===== config.mk =====
export PLATFORM = sky130hd
export DESIGN_NAME = group_records_by_key_top
export DESIGN_NICKNAME = d
export VERILOG_FILES = /design/src/rtl/core/gbk_pkg.sv /design/src/rtl/core/gbk_ram.sv /design/src/rtl/core/gbk_front.sv /design/src/rtl/core/gbk_back.sv /design/src/rtl/core/group_records_by_key_top.sv
export SDC_FILE = /design/constraint.sdc
export NUM_CORES = 2
export LEC_CHECK = 0
export BUFFER_PORTS_ARGS = -buffer_cell sky130_fd_sc_hd__buf_2
export CORE_UTILIZATION = 36
export DETAILED_ROUTE_END_ITERATION = 8
export PLACE_DENSITY = 0.49
export SKIP_CTS_REPAIR_TIMING = 1
export SYNTH_ARGS = -nofsm -noshare
export SYNTH_HDL_FRONTEND = slang
export SYNTH_SLANG_ARGS = --single-unit

===== constraint.sdc =====
create_clock -name clk -period 5.7 [get_ports clk]
set_input_delay 0.285 -clock clk [delete_from_list [all_inputs] [get_ports clk]]
set_output_delay 0.285 -clock clk [all_outputs]
set_load 0.005 [all_outputs]

===== src/rtl/core/gbk_pkg.sv =====
`timescale 1ns / 1ps

package gbk_pkg;

  localparam int KEY_W            = 5;
  localparam int PAYLOAD_W        = 16;
  localparam int TDATA_W          = 24;
  localparam int MAX_ITEMS_DEF    = 64;
  localparam int KEY_VALUES_DEF   = 32;
  localparam int PAYLOAD_BITS_DEF = 16;
  localparam int QUEUE_DEPTH      = 2;

  typedef struct packed {
    logic drop;
    logic last;
  } item_flags_t;

endpackage


===== src/rtl/core/gbk_ram.sv =====
`timescale 1ns / 1ps

module gbk_ram #(
  parameter int WIDTH = 8,
  parameter int DEPTH = 16
) (
  input  logic                     clk,
  input  logic                     we,
  input  logic [$clog2(DEPTH)-1:0] waddr,
  input  logic [WIDTH-1:0]         wdata,
  input  logic                     re,
  input  logic [$clog2(DEPTH)-1:0] raddr,
  output logic [WIDTH-1:0]         rdata
);

  logic [WIDTH-1:0] mem [DEPTH];

  always_ff @(posedge clk) begin
    if (we) begin
      mem[waddr] <= wdata;
    end
    if (re) begin
      rdata <= mem[raddr];
    end
  end

endmodule


===== src/rtl/core/gbk_front.sv =====
`timescale 1ns / 1ps

module gbk_front
  import gbk_pkg::*;
#(
  parameter int MAX_ITEMS    = MAX_ITEMS_DEF,
  parameter int KEY_VALUES   = KEY_VALUES_DEF,
  parameter int PAYLOAD_BITS = PAYLOAD_BITS_DEF
) (
  input  logic                    clk,
  input  logic                    rst_n,
  input  logic                    in_tvalid,
  output logic                    in_tready,
  input  logic [KEY_W-1:0]        in_key,
  input  logic [PAYLOAD_W-1:0]    in_payload,
  input  logic                    in_last,
  output logic                    q_valid,
  input  logic                    q_ready,
  output logic [KEY_W-1:0]        q_key,
  output logic [PAYLOAD_BITS-1:0] q_payload,
  output item_flags_t             q_flags
);

  localparam int CNT_W = $clog2(MAX_ITEMS + 1);
  localparam int PW_X  = (PAYLOAD_BITS > PAYLOAD_W) ? PAYLOAD_BITS : PAYLOAD_W;
  localparam int Q_AW  = (QUEUE_DEPTH > 1) ? $clog2(QUEUE_DEPTH) : 1;
  localparam int QC_W  = $clog2(QUEUE_DEPTH + 1);

  logic [CNT_W-1:0]        fill_r, fill_nxt;
  logic [KEY_W-1:0]        key_sat;
  logic [PW_X-1:0]         pay_x;
  item_flags_t             flags_in;
  logic                    push, pop;

  logic [KEY_W-1:0]        qk_r [QUEUE_DEPTH];
  logic [PAYLOAD_BITS-1:0] qp_r [QUEUE_DEPTH];
  item_flags_t             qf_r [QUEUE_DEPTH];
  logic [Q_AW-1:0]         wp_r, wp_nxt, rp_r, rp_nxt;
  logic [QC_W-1:0]         qc_r, qc_nxt;

  always_comb begin
    if (32'(in_key) >= KEY_VALUES) begin
      key_sat = KEY_W'(KEY_VALUES - 1);
    end else begin
      key_sat = in_key;
    end
    pay_x         = PW_X'(in_payload);
    flags_in.drop = (fill_r == CNT_W'(MAX_ITEMS));
    flags_in.last = in_last;
  end

  assign in_tready = (qc_r != QC_W'(QUEUE_DEPTH));
  assign push      = in_tvalid && in_tready;
  assign q_valid   = (qc_r != '0);
  assign pop       = q_valid && q_ready;
  assign q_key     = qk_r[rp_r];
  assign q_payload = qp_r[rp_r];
  assign q_flags   = qf_r[rp_r];

  always_comb begin
    fill_nxt = fill_r;
    if (push) begin
      if (in_last) begin
        fill_nxt = '0;
      end else if (!flags_in.drop) begin
        fill_nxt = fill_r + CNT_W'(1);
      end
    end
    wp_nxt = wp_r;
    rp_nxt = rp_r;
    if (push) begin
      wp_nxt = (wp_r == Q_AW'(QUEUE_DEPTH - 1)) ? '0 : wp_r + Q_AW'(1);
    end
    if (pop) begin
      rp_nxt = (rp_r == Q_AW'(QUEUE_DEPTH - 1)) ? '0 : rp_r + Q_AW'(1);
    end
    qc_nxt = qc_r + QC_W'(push) - QC_W'(pop);
  end

  always_ff @(posedge clk) begin
    if (!rst_n) begin
      fill_r <= '0;
      wp_r   <= '0;
      rp_r   <= '0;
      qc_r   <= '0;
    end else begin
      fill_r <= fill_nxt;
      wp_r   <= wp_nxt;
      rp_r   <= rp_nxt;
      qc_r   <= qc_nxt;
    end
  end

  always_ff @(posedge clk) begin
    if (push) begin
      qk_r[wp_r] <= key_sat;
      qp_r[wp_r] <= pay_x[PAYLOAD_BITS-1:0];
      qf_r[wp_r] <= flags_in;
    end
  end

endmodule


===== src/rtl/core/gbk_back.sv =====
`timescale 1ns / 1ps

module gbk_back
  import gbk_pkg::*;
#(
  parameter int MAX_ITEMS    = MAX_ITEMS_DEF,
  parameter int KEY_VALUES   = KEY_VALUES_DEF,
  parameter int PAYLOAD_BITS = PAYLOAD_BITS_DEF
) (
  input  logic                    clk,
  input  logic                    rst_n,
  input  logic                    q_valid,
  output logic                    q_ready,
  input  logic [KEY_W-1:0]        q_key,
  input  logic [PAYLOAD_BITS-1:0] q_payload,
  input  item_flags_t             q_flags,
  output logic                    out_tvalid,
  input  logic                    out_tready,
  output logic [TDATA_W-1:0]      out_tdata,
  output logic                    out_tlast,
  output logic                    out_tuser
);

  localparam int CNT_W  = $clog2(MAX_ITEMS + 1);
  localparam int SLOT_W = $clog2(MAX_ITEMS);
  localparam int KIDX_W = $clog2(KEY_VALUES);
  localparam int KX_W   = (KIDX_W > KEY_W) ? KIDX_W : KEY_W;
  localparam int PW_X   = (PAYLOAD_BITS > PAYLOAD_W) ? PAYLOAD_BITS : PAYLOAD_W;
  localparam int REC_W  = KEY_W + PAYLOAD_BITS;
  localparam int KM_W   = CNT_W + SLOT_W;

  localparam logic [3:0] ST_LOAD    = 4'd0;
  localparam logic [3:0] ST_UPD     = 4'd1;
  localparam logic [3:0] ST_PFX_RD  = 4'd2;
  localparam logic [3:0] ST_PFX_WR  = 4'd3;
  localparam logic [3:0] ST_SW_FROM = 4'd4;
  localparam logic [3:0] ST_SW_SRC  = 4'd5;
  localparam logic [3:0] ST_SW_REC  = 4'd6;
  localparam logic [3:0] ST_SW_DST  = 4'd7;
  localparam logic [3:0] ST_SW_WA   = 4'd8;
  localparam logic [3:0] ST_SW_WB   = 4'd9;
  localparam logic [3:0] ST_EM_RD   = 4'd10;
  localparam logic [3:0] ST_EM_WT   = 4'd11;

  logic [3:0]              state_r, state_nxt;
  logic [CNT_W-1:0]        n_r, n_nxt;
  logic                    ovf_r, ovf_nxt;
  logic [KEY_VALUES-1:0]   kvalid_r, kvalid_nxt;
  logic [KEY_VALUES-1:0]   open_r, open_nxt;
  logic [KIDX_W-1:0]       k_r, k_nxt;
  logic [CNT_W-1:0]        off_r, off_nxt;
  logic [KIDX_W-1:0]       from_r, from_nxt;
  logic [CNT_W-1:0]        rem_r, rem_nxt;
  logic [SLOT_W-1:0]       src_r, src_nxt;
  logic [SLOT_W-1:0]       dst_r, dst_nxt;
  logic [KIDX_W-1:0]       to_r, to_nxt;
  logic [CNT_W-1:0]        cnt_r, cnt_nxt;
  logic [SLOT_W-1:0]       i_r, i_nxt;

  logic [REC_W-1:0]        rec_a_r, rec_a_nxt;
  logic [KEY_W-1:0]        ld_key_r, ld_key_nxt;
  logic [PAYLOAD_BITS-1:0] ld_pay_r, ld_pay_nxt;
  logic                    ld_last_r, ld_last_nxt;

  logic                    ov_r, ov_nxt;
  logic [TDATA_W-1:0]      od_r, od_nxt;
  logic                    ol_r, ol_nxt;
  logic                    ou_r, ou_nxt;

  logic                    st_we, st_re, km_we, km_re;
  logic [SLOT_W-1:0]       st_waddr, st_raddr;
  logic [REC_W-1:0]        st_wdata, st_rdata;
  logic [KIDX_W-1:0]       km_waddr, km_raddr;
  logic [KM_W-1:0]         km_wdata, km_rdata;

  logic [CNT_W-1:0]        kd_cnt, kd_cnt_v, cnt_dec;
  logic [SLOT_W-1:0]       kd_off;
  logic [KX_W-1:0]         ld_key_x, q_key_x, rec_key_x;
  logic [KIDX_W-1:0]       ld_idx, q_idx, rec_idx;
  logic [KEY_W-1:0]        em_key;
  logic [PW_X-1:0]         em_pay_x;
  logic                    em_last;

  gbk_ram #(.WIDTH(REC_W), .DEPTH(MAX_ITEMS)) u_store (
    .clk   (clk),
    .we    (st_we),
    .waddr (st_waddr),
    .wdata (st_wdata),
    .re    (st_re),
    .raddr (st_raddr),
    .rdata (st_rdata)
  );

  gbk_ram #(.WIDTH(KM_W), .DEPTH(KEY_VALUES)) u_keymem (
    .clk   (clk),
    .we    (km_we),
    .waddr (km_waddr),
    .wdata (km_wdata),
    .re    (km_re),
    .raddr (km_raddr),
    .rdata (km_rdata)
  );

  always_comb begin
    kd_cnt    = km_rdata[KM_W-1 -: CNT_W];
    kd_off    = km_rdata[SLOT_W-1:0];
    cnt_dec   = cnt_r - CNT_W'(1);
    ld_key_x  = KX_W'(ld_key_r);
    ld_idx    = ld_key_x[KIDX_W-1:0];
    q_key_x   = KX_W'(q_key);
    q_idx     = q_key_x[KIDX_W-1:0];
    rec_key_x = KX_W'(st_rdata[REC_W-1 -: KEY_W]);
    rec_idx   = rec_key_x[KIDX_W-1:0];
    em_key    = st_rdata[REC_W-1 -: KEY_W];
    em_pay_x  = PW_X'(st_rdata[PAYLOAD_BITS-1:0]);
    em_last   = (CNT_W'(i_r) + CNT_W'(1) == n_r);
  end

  assign kd_cnt_v = (state_r == ST_UPD) ? (kvalid_r[ld_idx] ? kd_cnt : '0)
                                        : (kvalid_r[k_r] ? kd_cnt : '0);

  always_comb begin
    state_nxt   = state_r;
    n_nxt       = n_r;
    ovf_nxt     = ovf_r;
    kvalid_nxt  = kvalid_r;
    open_nxt    = open_r;
    k_nxt       = k_r;
    off_nxt     = off_r;
    from_nxt    = from_r;
    rem_nxt     = rem_r;
    src_nxt     = src_r;
    dst_nxt     = dst_r;
    to_nxt      = to_r;
    cnt_nxt     = cnt_r;
    i_nxt       = i_r;
    rec_a_nxt   = rec_a_r;
    ld_key_nxt  = ld_key_r;
    ld_pay_nxt  = ld_pay_r;
    ld_last_nxt = ld_last_r;
    ov_nxt      = ov_r && !out_tready;
    od_nxt      = od_r;
    ol_nxt      = ol_r;
    ou_nxt      = ou_r;

    q_ready  = 1'b0;
    st_we    = 1'b0;
    st_waddr = '0;
    st_wdata = '0;
    st_re    = 1'b0;
    st_raddr = '0;
    km_we    = 1'b0;
    km_waddr = '0;
    km_wdata = '0;
    km_re    = 1'b0;
    km_raddr = '0;

    case (state_r)
      ST_LOAD: begin
        q_ready = 1'b1;
        if (q_valid) begin
          ld_key_nxt  = q_key;
          ld_pay_nxt  = q_payload;
          ld_last_nxt = q_flags.last;
          if (q_flags.drop) begin
            ovf_nxt = 1'b1;
            if (q_flags.last) begin
              k_nxt     = '0;
              off_nxt   = '0;
              state_nxt = ST_PFX_RD;
            end
          end else begin
            km_re     = 1'b1;
            km_raddr  = q_idx;
            state_nxt = ST_UPD;
          end
        end
      end
      ST_UPD: begin
        km_we              = 1'b1;
        km_waddr           = ld_idx;
        km_wdata           = {kd_cnt_v + CNT_W'(1), SLOT_W'(0)};
        kvalid_nxt[ld_idx] = 1'b1;
        st_we              = 1'b1;
        st_waddr           = n_r[SLOT_W-1:0];
        st_wdata           = {ld_key_r, ld_pay_r};
        n_nxt              = n_r + CNT_W'(1);
        if (ld_last_r) begin
          k_nxt     = '0;
          off_nxt   = '0;
          state_nxt = ST_PFX_RD;
        end else begin
          state_nxt = ST_LOAD;
        end
      end
      ST_PFX_RD: begin
        km_re     = 1'b1;
        km_raddr  = k_r;
        state_nxt = ST_PFX_WR;
      end
      ST_PFX_WR: begin
        km_we           = 1'b1;
        km_waddr        = k_r;
        km_wdata        = {kd_cnt_v, off_r[SLOT_W-1:0]};
        kvalid_nxt[k_r] = 1'b1;
        open_nxt[k_r]   = (kd_cnt_v != '0);
        off_nxt         = off_r + kd_cnt_v;
        if (k_r == KIDX_W'(KEY_VALUES - 1)) begin
          rem_nxt   = n_r;
          from_nxt  = '0;
          state_nxt = ST_SW_FROM;
        end else begin
          k_nxt     = k_r + KIDX_W'(1);
          state_nxt = ST_PFX_RD;
        end
      end
      ST_SW_FROM: begin
        if (rem_r == '0) begin
          i_nxt     = '0;
          state_nxt = ST_EM_RD;
        end else if (!open_r[from_r]) begin
          if (from_r == KIDX_W'(KEY_VALUES - 1)) begin
            i_nxt     = '0;
            state_nxt = ST_EM_RD;
          end else begin
            from_nxt = from_r + KIDX_W'(1);
          end
        end else begin
          km_re     = 1'b1;
          km_raddr  = from_r;
          state_nxt = ST_SW_SRC;
        end
      end
      ST_SW_SRC: begin
        src_nxt   = kd_off;
        st_re     = 1'b1;
        st_raddr  = kd_off;
        state_nxt = ST_SW_REC;
      end
      ST_SW_REC: begin
        rec_a_nxt = st_rdata;
        to_nxt    = rec_idx;
        if (!open_r[rec_idx]) begin
          i_nxt     = '0;
          state_nxt = ST_EM_RD;
        end else begin
          km_re     = 1'b1;
          km_raddr  = rec_idx;
          state_nxt = ST_SW_DST;
        end
      end
      ST_SW_DST: begin
        dst_nxt   = kd_off;
        cnt_nxt   = kd_cnt;
        st_re     = 1'b1;
        st_raddr  = kd_off;
        state_nxt = ST_SW_WA;
      end
      ST_SW_WA: begin
        st_we    = 1'b1;
        st_waddr = src_r;
        st_wdata = st_rdata;
        km_we    = 1'b1;
        km_waddr = to_r;
        if (cnt_dec != '0) begin
          km_wdata = {cnt_dec, dst_r + SLOT_W'(1)};
        end else begin
          km_wdata       = {cnt_dec, dst_r};
          open_nxt[to_r] = 1'b0;
        end
        state_nxt = ST_SW_WB;
      end
      ST_SW_WB: begin
        st_we     = 1'b1;
        st_waddr  = dst_r;
        st_wdata  = rec_a_r;
        rem_nxt   = rem_r - CNT_W'(1);
        state_nxt = ST_SW_FROM;
      end
      ST_EM_RD: begin
        if (n_r == '0) begin
          ovf_nxt    = 1'b0;
          kvalid_nxt = '0;
          open_nxt   = '0;
          state_nxt  = ST_LOAD;
        end else begin
          st_re     = 1'b1;
          st_raddr  = i_r;
          state_nxt = ST_EM_WT;
        end
      end
      ST_EM_WT: begin
        if (!ov_r || out_tready) begin
          ov_nxt = 1'b1;
          od_nxt = TDATA_W'({em_pay_x[PAYLOAD_W-1:0], em_key});
          ol_nxt = em_last;
          ou_nxt = ovf_r;
          if (em_last) begin
            n_nxt      = '0;
            ovf_nxt    = 1'b0;
            kvalid_nxt = '0;
            open_nxt   = '0;
            state_nxt  = ST_LOAD;
          end else begin
            i_nxt     = i_r + SLOT_W'(1);
            state_nxt = ST_EM_RD;
          end
        end
      end
      default: begin
        state_nxt = ST_LOAD;
      end
    endcase
  end

  always_ff @(posedge clk) begin
    if (!rst_n) begin
      state_r  <= ST_LOAD;
      n_r      <= '0;
      ovf_r    <= 1'b0;
      kvalid_r <= '0;
      open_r   <= '0;
      k_r      <= '0;
      off_r    <= '0;
      from_r   <= '0;
      rem_r    <= '0;
      i_r      <= '0;
      ov_r     <= 1'b0;
    end else begin
      state_r  <= state_nxt;
      n_r      <= n_nxt;
      ovf_r    <= ovf_nxt;
      kvalid_r <= kvalid_nxt;
      open_r   <= open_nxt;
      k_r      <= k_nxt;
      off_r    <= off_nxt;
      from_r   <= from_nxt;
      rem_r    <= rem_nxt;
      i_r      <= i_nxt;
      ov_r     <= ov_nxt;
    end
  end

  always_ff @(posedge clk) begin
    src_r     <= src_nxt;
    dst_r     <= dst_nxt;
    to_r      <= to_nxt;
    cnt_r     <= cnt_nxt;
    rec_a_r   <= rec_a_nxt;
    ld_key_r  <= ld_key_nxt;
    ld_pay_r  <= ld_pay_nxt;
    ld_last_r <= ld_last_nxt;
    od_r      <= od_nxt;
    ol_r      <= ol_nxt;
    ou_r      <= ou_nxt;
  end

  assign out_tvalid = ov_r;
  assign out_tdata  = od_r;
  assign out_tlast  = ol_r;
  assign out_tuser  = ou_r;

endmodule


===== src/rtl/core/group_records_by_key_top.sv =====
`timescale 1ns / 1ps

// Channel  Direction  Ports                          Contents
// in_      slave      tvalid tready tdata tlast      tdata: key, payload; tlast: last_item
// out_     master     tvalid tready tdata tlast tuser tdata: key_res, payload_res;
//                                                    tlast: last_result; tuser: overflowed
//
// Each stored record is loaded via a load state and a count read-modify-write state.
// The last record starts a pass over every key value for the key offsets, then a swap
// pass through the from, src, rec, dst, wa and wb states per record, plus key scanning.
// Records are emitted via a read and a wait state; the output register holds under stall.
// Reset is synchronous and active low; stored records are not cleared.
// A two-entry queue keeps accepting input while the set is processed, until it is full.

module group_records_by_key_top
  import gbk_pkg::*;
#(
  parameter int MAX_ITEMS    = MAX_ITEMS_DEF,
  parameter int KEY_VALUES   = KEY_VALUES_DEF,
  parameter int PAYLOAD_BITS = PAYLOAD_BITS_DEF
) (
  input  logic               clk,
  input  logic               rst_n,
  input  logic               in_tvalid,
  output logic               in_tready,
  input  logic [TDATA_W-1:0] in_tdata,   // key [4:0], payload [20:5]
  input  logic               in_tlast,
  output logic               out_tvalid,
  input  logic               out_tready,
  output logic [TDATA_W-1:0] out_tdata,  // key_res [4:0], payload_res [20:5]
  output logic               out_tlast,
  output logic               out_tuser   // overflowed [0]
);

  logic                    q_valid;
  logic                    q_ready;
  logic [KEY_W-1:0]        q_key;
  logic [PAYLOAD_BITS-1:0] q_payload;
  item_flags_t             q_flags;

  gbk_front #(
    .MAX_ITEMS    (MAX_ITEMS),
    .KEY_VALUES   (KEY_VALUES),
    .PAYLOAD_BITS (PAYLOAD_BITS)
  ) u_front (
    .clk        (clk),
    .rst_n      (rst_n),
    .in_tvalid  (in_tvalid),
    .in_tready  (in_tready),
    .in_key     (in_tdata[KEY_W-1:0]),
    .in_payload (in_tdata[KEY_W+PAYLOAD_W-1:KEY_W]),
    .in_last    (in_tlast),
    .q_valid    (q_valid),
    .q_ready    (q_ready),
    .q_key      (q_key),
    .q_payload  (q_payload),
    .q_flags    (q_flags)
  );

  gbk_back #(
    .MAX_ITEMS    (MAX_ITEMS),
    .KEY_VALUES   (KEY_VALUES),
    .PAYLOAD_BITS (PAYLOAD_BITS)
  ) u_back (
    .clk        (clk),
    .rst_n      (rst_n),
    .q_valid    (q_valid),
    .q_ready    (q_ready),
    .q_key      (q_key),
    .q_payload  (q_payload),
    .q_flags    (q_flags),
    .out_tvalid (out_tvalid),
    .out_tready (out_tready),
    .out_tdata  (out_tdata),
    .out_tlast  (out_tlast),
    .out_tuser  (out_tuser)
  );

endmodule

### Word level (Yosys, flattened, before mapping)

Memories as Yosys holds them, arrays and structs flattened. A register that Yosys moved wholly into a read port is not among the register bits.
Index checks and enable logic that the tools add are counted.

* $add $sub $neg: 15
* order comparisons: 8
* equal/unequal tests: 36
* mux-type cells: 111
* bitwise logic cells: 4
* reductions and logical operators: 39

Operators with widths (count)
* $pmux W32 S4: 2
* $mux W32: 4
* $mux W7: 12
* $mux W5: 14
* $or A32 B32 Y32: 2
* $pmux W21 S3: 1
* $mux W6: 8
* $pmux W4 S12: 1
* $mux W4: 10
* $pmux W13 S3: 1
* $pmux W6 S3: 2
* $mux W1: 35
* $and A32 B32 Y32: 1
* $bwmux W32: 1
* $not A32 Y32: 1
* $lt A5 B6 Y1 const B: 5
* $pmux W5 S3: 2
* $pmux W7 S2: 2
* $ne A2 B2 Y1 const B: 11
* $add A7 B1 Y7 const B: 3
* $pmux W7 S3: 1
* $bmux W1 S5: 4
* $pmux W5 S4: 1
* $reduce_and A6 Y1: 3
* other kinds (43): 86

* register bits: 192
* RAM bits: 1806
* input port bits: 29
* output and inout bits: 28
* logic and storage cells: 243
* memories: 5

Memory list
* u_back.u_store.mem: words 64, bits a word 21, read ports 1, clocked after memory_dff 1, write ports 1, RTL line gbk_ram.sv:16 `logic [WIDTH-1:0] mem [DEPTH];`
* u_back.u_keymem.mem: words 32, bits a word 13, read ports 1, clocked after memory_dff 1, write ports 1, RTL line gbk_ram.sv:16
* u_front.qp_r: words 2, bits a word 16, read ports 1, clocked after memory_dff 1, write ports 1, RTL line gbk_front.sv:36 `logic [PAYLOAD_BITS-1:0] qp_r [QUEUE_DEPTH];`
* u_front.qk_r: words 2, bits a word 5, read ports 1, clocked after memory_dff 1, write ports 1, RTL line gbk_front.sv:35 `logic [KEY_W-1:0] qk_r [QUEUE_DEPTH];`
* u_front.qf_r: words 2, bits a word 2, read ports 1, clocked after memory_dff 1, write ports 1, RTL line gbk_front.sv:37 `item_flags_t qf_r [QUEUE_DEPTH];`

### Longest topological paths before layout

* depth in word-level cells: 8
* gate-level depth with buffers: 18
* mapped depth without buffers: 16

### Modules after synthesis

A second synthesis with hierarchy kept.

* cells, all modules: 4422
* area total of the unflattened synthesis: 81869.8 µm²

Modules (own cells, without submodules)
* gbk_ram (u_back.u_store): times used 1, cells each 2190, area each 51927.3 µm², seq. area each 40989.3 µm²
* gbk_ram (u_back.u_keymem): times used 1, cells each 936, area each 16858.7 µm², seq. area each 12882.4 µm²
* gbk_back: times used 1, cells each 1148, area each 10784.1 µm², seq. area each 4674.5 µm²
* gbk_front: times used 1, cells each 148, area each 2299.7 µm², seq. area each 1621.6 µm²

### Least setup slack after synthesis

Ideal clock, no wire load.

* path type: flip-flop to flip-flop
* start: register u_back.state_r[2]
* end: register u_back.u_keymem.rdata[3] (read register of u_back.u_keymem.mem), data pin
* setup time: 0.256 ns
* arrival: 4.957 ns
* required time: 5.444 ns
* setup slack: 0.487 ns
* cell stages (with the launch flop): 13
* buffers on the path: 4
* clock period less this slack: 5.213 ns
* cell sequence: dfxtp_1 buf_2 nor4bb_1 nor4b_2 or3_1 buf_6 a21boi_4 and2_4 buf_12 buf_6 mux4_2 a22o_1 o22a_1

* longest elaborated chain between the ends: 2
* elaborated cells between the ends (all ways): 6
* classes of those cells: 3 x eq/ne; 2 x mux; 1 x reduce/logical

RTL lines
* start, declared: RTL line gbk_back.sv:45 `logic [3:0] state_r, state_nxt;`
* start signal, assigned: RTL line gbk_back.sv:330 `state_r <= state_nxt;`
* $eq A4 B3 Y1, or another cell as far along: RTL line gbk_back.sv:158 `case (state_r)`
* $pmux W5 S4 or $pmux W1 S4 (tied branches): RTL line gbk_back.sv:158
* end, declared: RTL line gbk_ram.sv:13 `output logic [WIDTH-1:0] rdata`

Parallel ways exist; a longest one is shown, timed or not.
A chain may end at the register's enable or synchronous reset.

### Worst setup path after layout

* start: register u_back.u_store.rdata[16] (read register of u_back.u_store.mem)
* end: register u_back.u_keymem.rdata[10] (read register of u_back.u_keymem.mem), data pin

* longest elaborated chain between the ends: 4
* elaborated cells between the ends (all ways): 6
* classes of those cells: 6 x mux

RTL lines
* start, declared: RTL line gbk_ram.sv:13
* $bmux W1 S5: RTL line gbk_back.sv:243 `if (!open_r[rec_idx]) begin`
* $mux W1 (not written as such): RTL line gbk_back.sv:243
* $mux W5 or $mux W1 (tied branches): RTL line gbk_back.sv:243
* $pmux W5 S4 or $pmux W1 S4 (tied branches): RTL line gbk_back.sv:158

Parallel ways exist; a longest one is shown, timed or not. The select of a mux whose other input is x is not followed.

==> out/results.tsv <==
metric	value	unit
port_buffers	50	
synth_ff_type	edfxtp_1	
max_freq	201	MHz
grtUsageMet3	0.0329	
fp.coreArea	0.231	mm2
period_share	0.872	
cts_max_path_buffers	3	
status	completed	
use_met2	0.328	
cts_tree	done	
placed_area	0.0896	mm2
async_reset_ff_frac	0	
num_io_pins	57	
seq_power_share	0.500	
maxSlewViolCount	0	
synthToLayoutAreaGrowth	15.1	%
start_kind	flip-flop	
drtAntennaViolNets	0	
busiest_layer	met2	
crit_fanout	23	
final_common_cell	edfxtp_1	
fp-row-count	176	
use_met1	0.308	
criticalPathCategory	reg2reg	
fin_ws	0.729	ns
drt_wl_total	253	mm
combPwrFrac	0.118	
cp.required	6.30	ns
dr.pass1.iters	6	
min_path_type	in2reg	
worst_slew_pin_slew	1.22	ns
drc	0	
fp.dieH	485	um
die_area	0.235	mm2
synthCells	6305	
nets	6540	
rsz0062_at_grt	false	
dp_cells	9269	
utilization	0.419	
min_period	4.97	ns
start_util	0.364	
htreeDepth	4	
final_cells	9693	
p_int	26.5	mW
setup_viol	0	
synth_seq_cells	2043	
insertion_delay	0.88	ns
hp-start	in_tvalid	
die-width	485	um
overflow	0	
p_per_area	371	mW/mm2
final_area	0.0967	mm2
ir_drop	0.334	mV
rr_worst_depth	12	
yosys_warnings	0	
avgViaCountPerCell	5.55	
clockRootBuffer	clkbuf_16	
leakage	32.6	nW
finalSetupTns	0	ns
endpoint_kind	flip-flop	
dp_hpwl	149	mm
grt_max_degree	109	
hold_path_depth	5	
syn_area_per_cell	13.3	um2
final_cell_mix	edfxtp_1 (1,925), nand2_1 (1,506), nand3_1 (378)	
fin_hold_ws	0.102	ns
cts_sinks	2043	
drive_above_1_share	0.141	
cts-buffers-inserted	216	
grt_pass1_vias	52100	
worst_ep_arrival_time	5.57	ns
p_sw_frac	0.260	
grt_pass1_wl	366	mm
ys_seq_area_frac	0.716	
wl_per_cell	26.1	um
cap_violations	0	
power_switching	9.30	mW
antenna_found_initial	15	
synth-edff-count	1925	
fin_skew	0.115	ns
reg2reg_from	u_back.u_store.rdata[16]	
routed-via-count	53800	
rrSetupSlack	0.73	ns
place_congestion	0.818	
clkPwrFrac	0.381	
first_iter_violations	5683	
cts.clk_slew.worst_paths	0.06	ns
grtUsageTotal	0.211	
yosysUniqueCellTypes	78	
relSlewSlack	0.185	
reg2reg_to	u_back.u_keymem.rdata[10]	
finalHoldViolations	0	
syn-cell-area	0.0840	mm2
p_total	35.8	mW
whs_endpoint	u_front.fill_r[1]	
place_ws	0.632	ns
==> cells in the mapped netlist, drive strengths merged, types with 31 or more instances <==
| master | count | area [um2] |
|---|---|---|
| o21ai | 49 | 245 |
| a21boi | 56 | 432 |
| a222oi | 31 | 310 |
| o22ai | 41 | 257 |
| or3 | 38 | 238 |
| mux2i | 96 | 961 |
| nand3 | 378 | 1890 |
| nor2b | 31 | 194 |
| dfxtp | 118 | 2360 |
| clkbuf | 359 | 1350 |
| a211oi | 67 | 503 |
| and3 | 178 | 1110 |
| a21oi | 207 | 1040 |
| inv | 70 | 263 |
| a311oi | 255 | 2230 |
| nor2 | 209 | 787 |
| mux4 | 68 | 1540 |
| o31ai | 41 | 308 |
| mux2 | 44 | 495 |
| edfxtp | 1925 | 57800 |
| buf | 87 | 551 |
| a31oi | 100 | 626 |
| and2 | 37 | 234 |
| nand2 | 1509 | 5660 |
==> flip-flops by register name, indices dropped and copies added (netlist names), 10 cells and up, named ones only <==
register / cells
u_back.kvalid_r: 32
u_back.ld_pay_r: 16
u_back.out_tdata: 21
u_back.rec_a_r: 21
u_back.u_keymem.mem: 416
u_back.u_keymem.rdata: 13
u_back.u_store.mem: 1344
u_back.u_store.rdata: 21
u_front.qk_r: 10
u_front.qp_r: 32
==> worst max path at each step <==
stage / startpoint / endpoint / slack (ns) / depth (start not counted)
3_3_place_gp: u_back.n_r[0] / u_back.u_store.rdata[18] / 0.65 / 13
4_1_cts: u_back.n_r[0] / u_back.u_store.rdata[18] / 0.67 / 13
6_report: u_back.u_store.rdata[16] / u_back.u_keymem.rdata[10] / 0.73 / 12
2_1_floorplan: u_back.state_r[2] / u_back.u_keymem.rdata[3] / 0.49 / 12
5_1_grt: u_back.n_r[0] / u_back.u_store.rdata[18] / 0.52 / 13
3_5_place_dp: u_back.n_r[0] / u_back.u_store.rdata[18] / 0.63 / 13
==> layout make-up <==
cell class,count,area [um2]
Multi-Input combinational cell,3748,22100
Tap cell,3026,3790
Antenna cell,4,10.0
Sequential cell,2043,60200
Fill cell,21200,134000
Clock inverter,113,1020
Inverter,70,263
Timing Repair Buffer,406,3530
Clock buffer,283,5820
==> power by group through the flow <==
stage          Sequential (mW)  Clock (mW)  Combinational, mW
6_report                  17.9        13.7               4.24
3_3_place_gp              18.2           0               4.17
5_1_grt                   18.0        14.5               4.51
3_5_place_dp              18.2           0               4.22
4_1_cts                   17.9        13.9               4.23
2_1_floorplan             18.0           0               2.44
==> critical path: stages (launching register included) <==
cell and delay [ns]:
edfxtp_1 1.06, mux2i_1 0.20, mux4_2 0.56, nor4b_2 0.25, or3_1 0.42, a21boi_0 0.25, buf_4 0.24, nand2_2 0.37
buf_4 0.42, mux4_2 0.37, a22o_1 0.32, a31oi_1 0.16, mux2i_1 0.09
==> kinds of logic (layout without fill, tap and decap cells) <==
group,Yosys count,in the layout,synth area share
adder cells (fa/ha/maj),26,26,0.00396
XOR/XNOR,38,38,0.00396
flip-flops,2043,2043,0.716
AND/OR/NAND/NOR,2473,2473,0.128
buffers and inverters,516,872,0.0257
multiplexers,208,208,0.0356
other,1,7,0.0000446
AO/OA/AOI/OAI,1000,1000,0.0867
==> layer usage <==
metal  up-vias  wire length (um)  share of wire
met2      1855            116000           0.46
li1      24200                 -              -
met1     27400            115000           0.46
met5         -                 0              0
met4         0              5190          0.021
met3       331             16700          0.066
(Power assumes the default switching activity.)
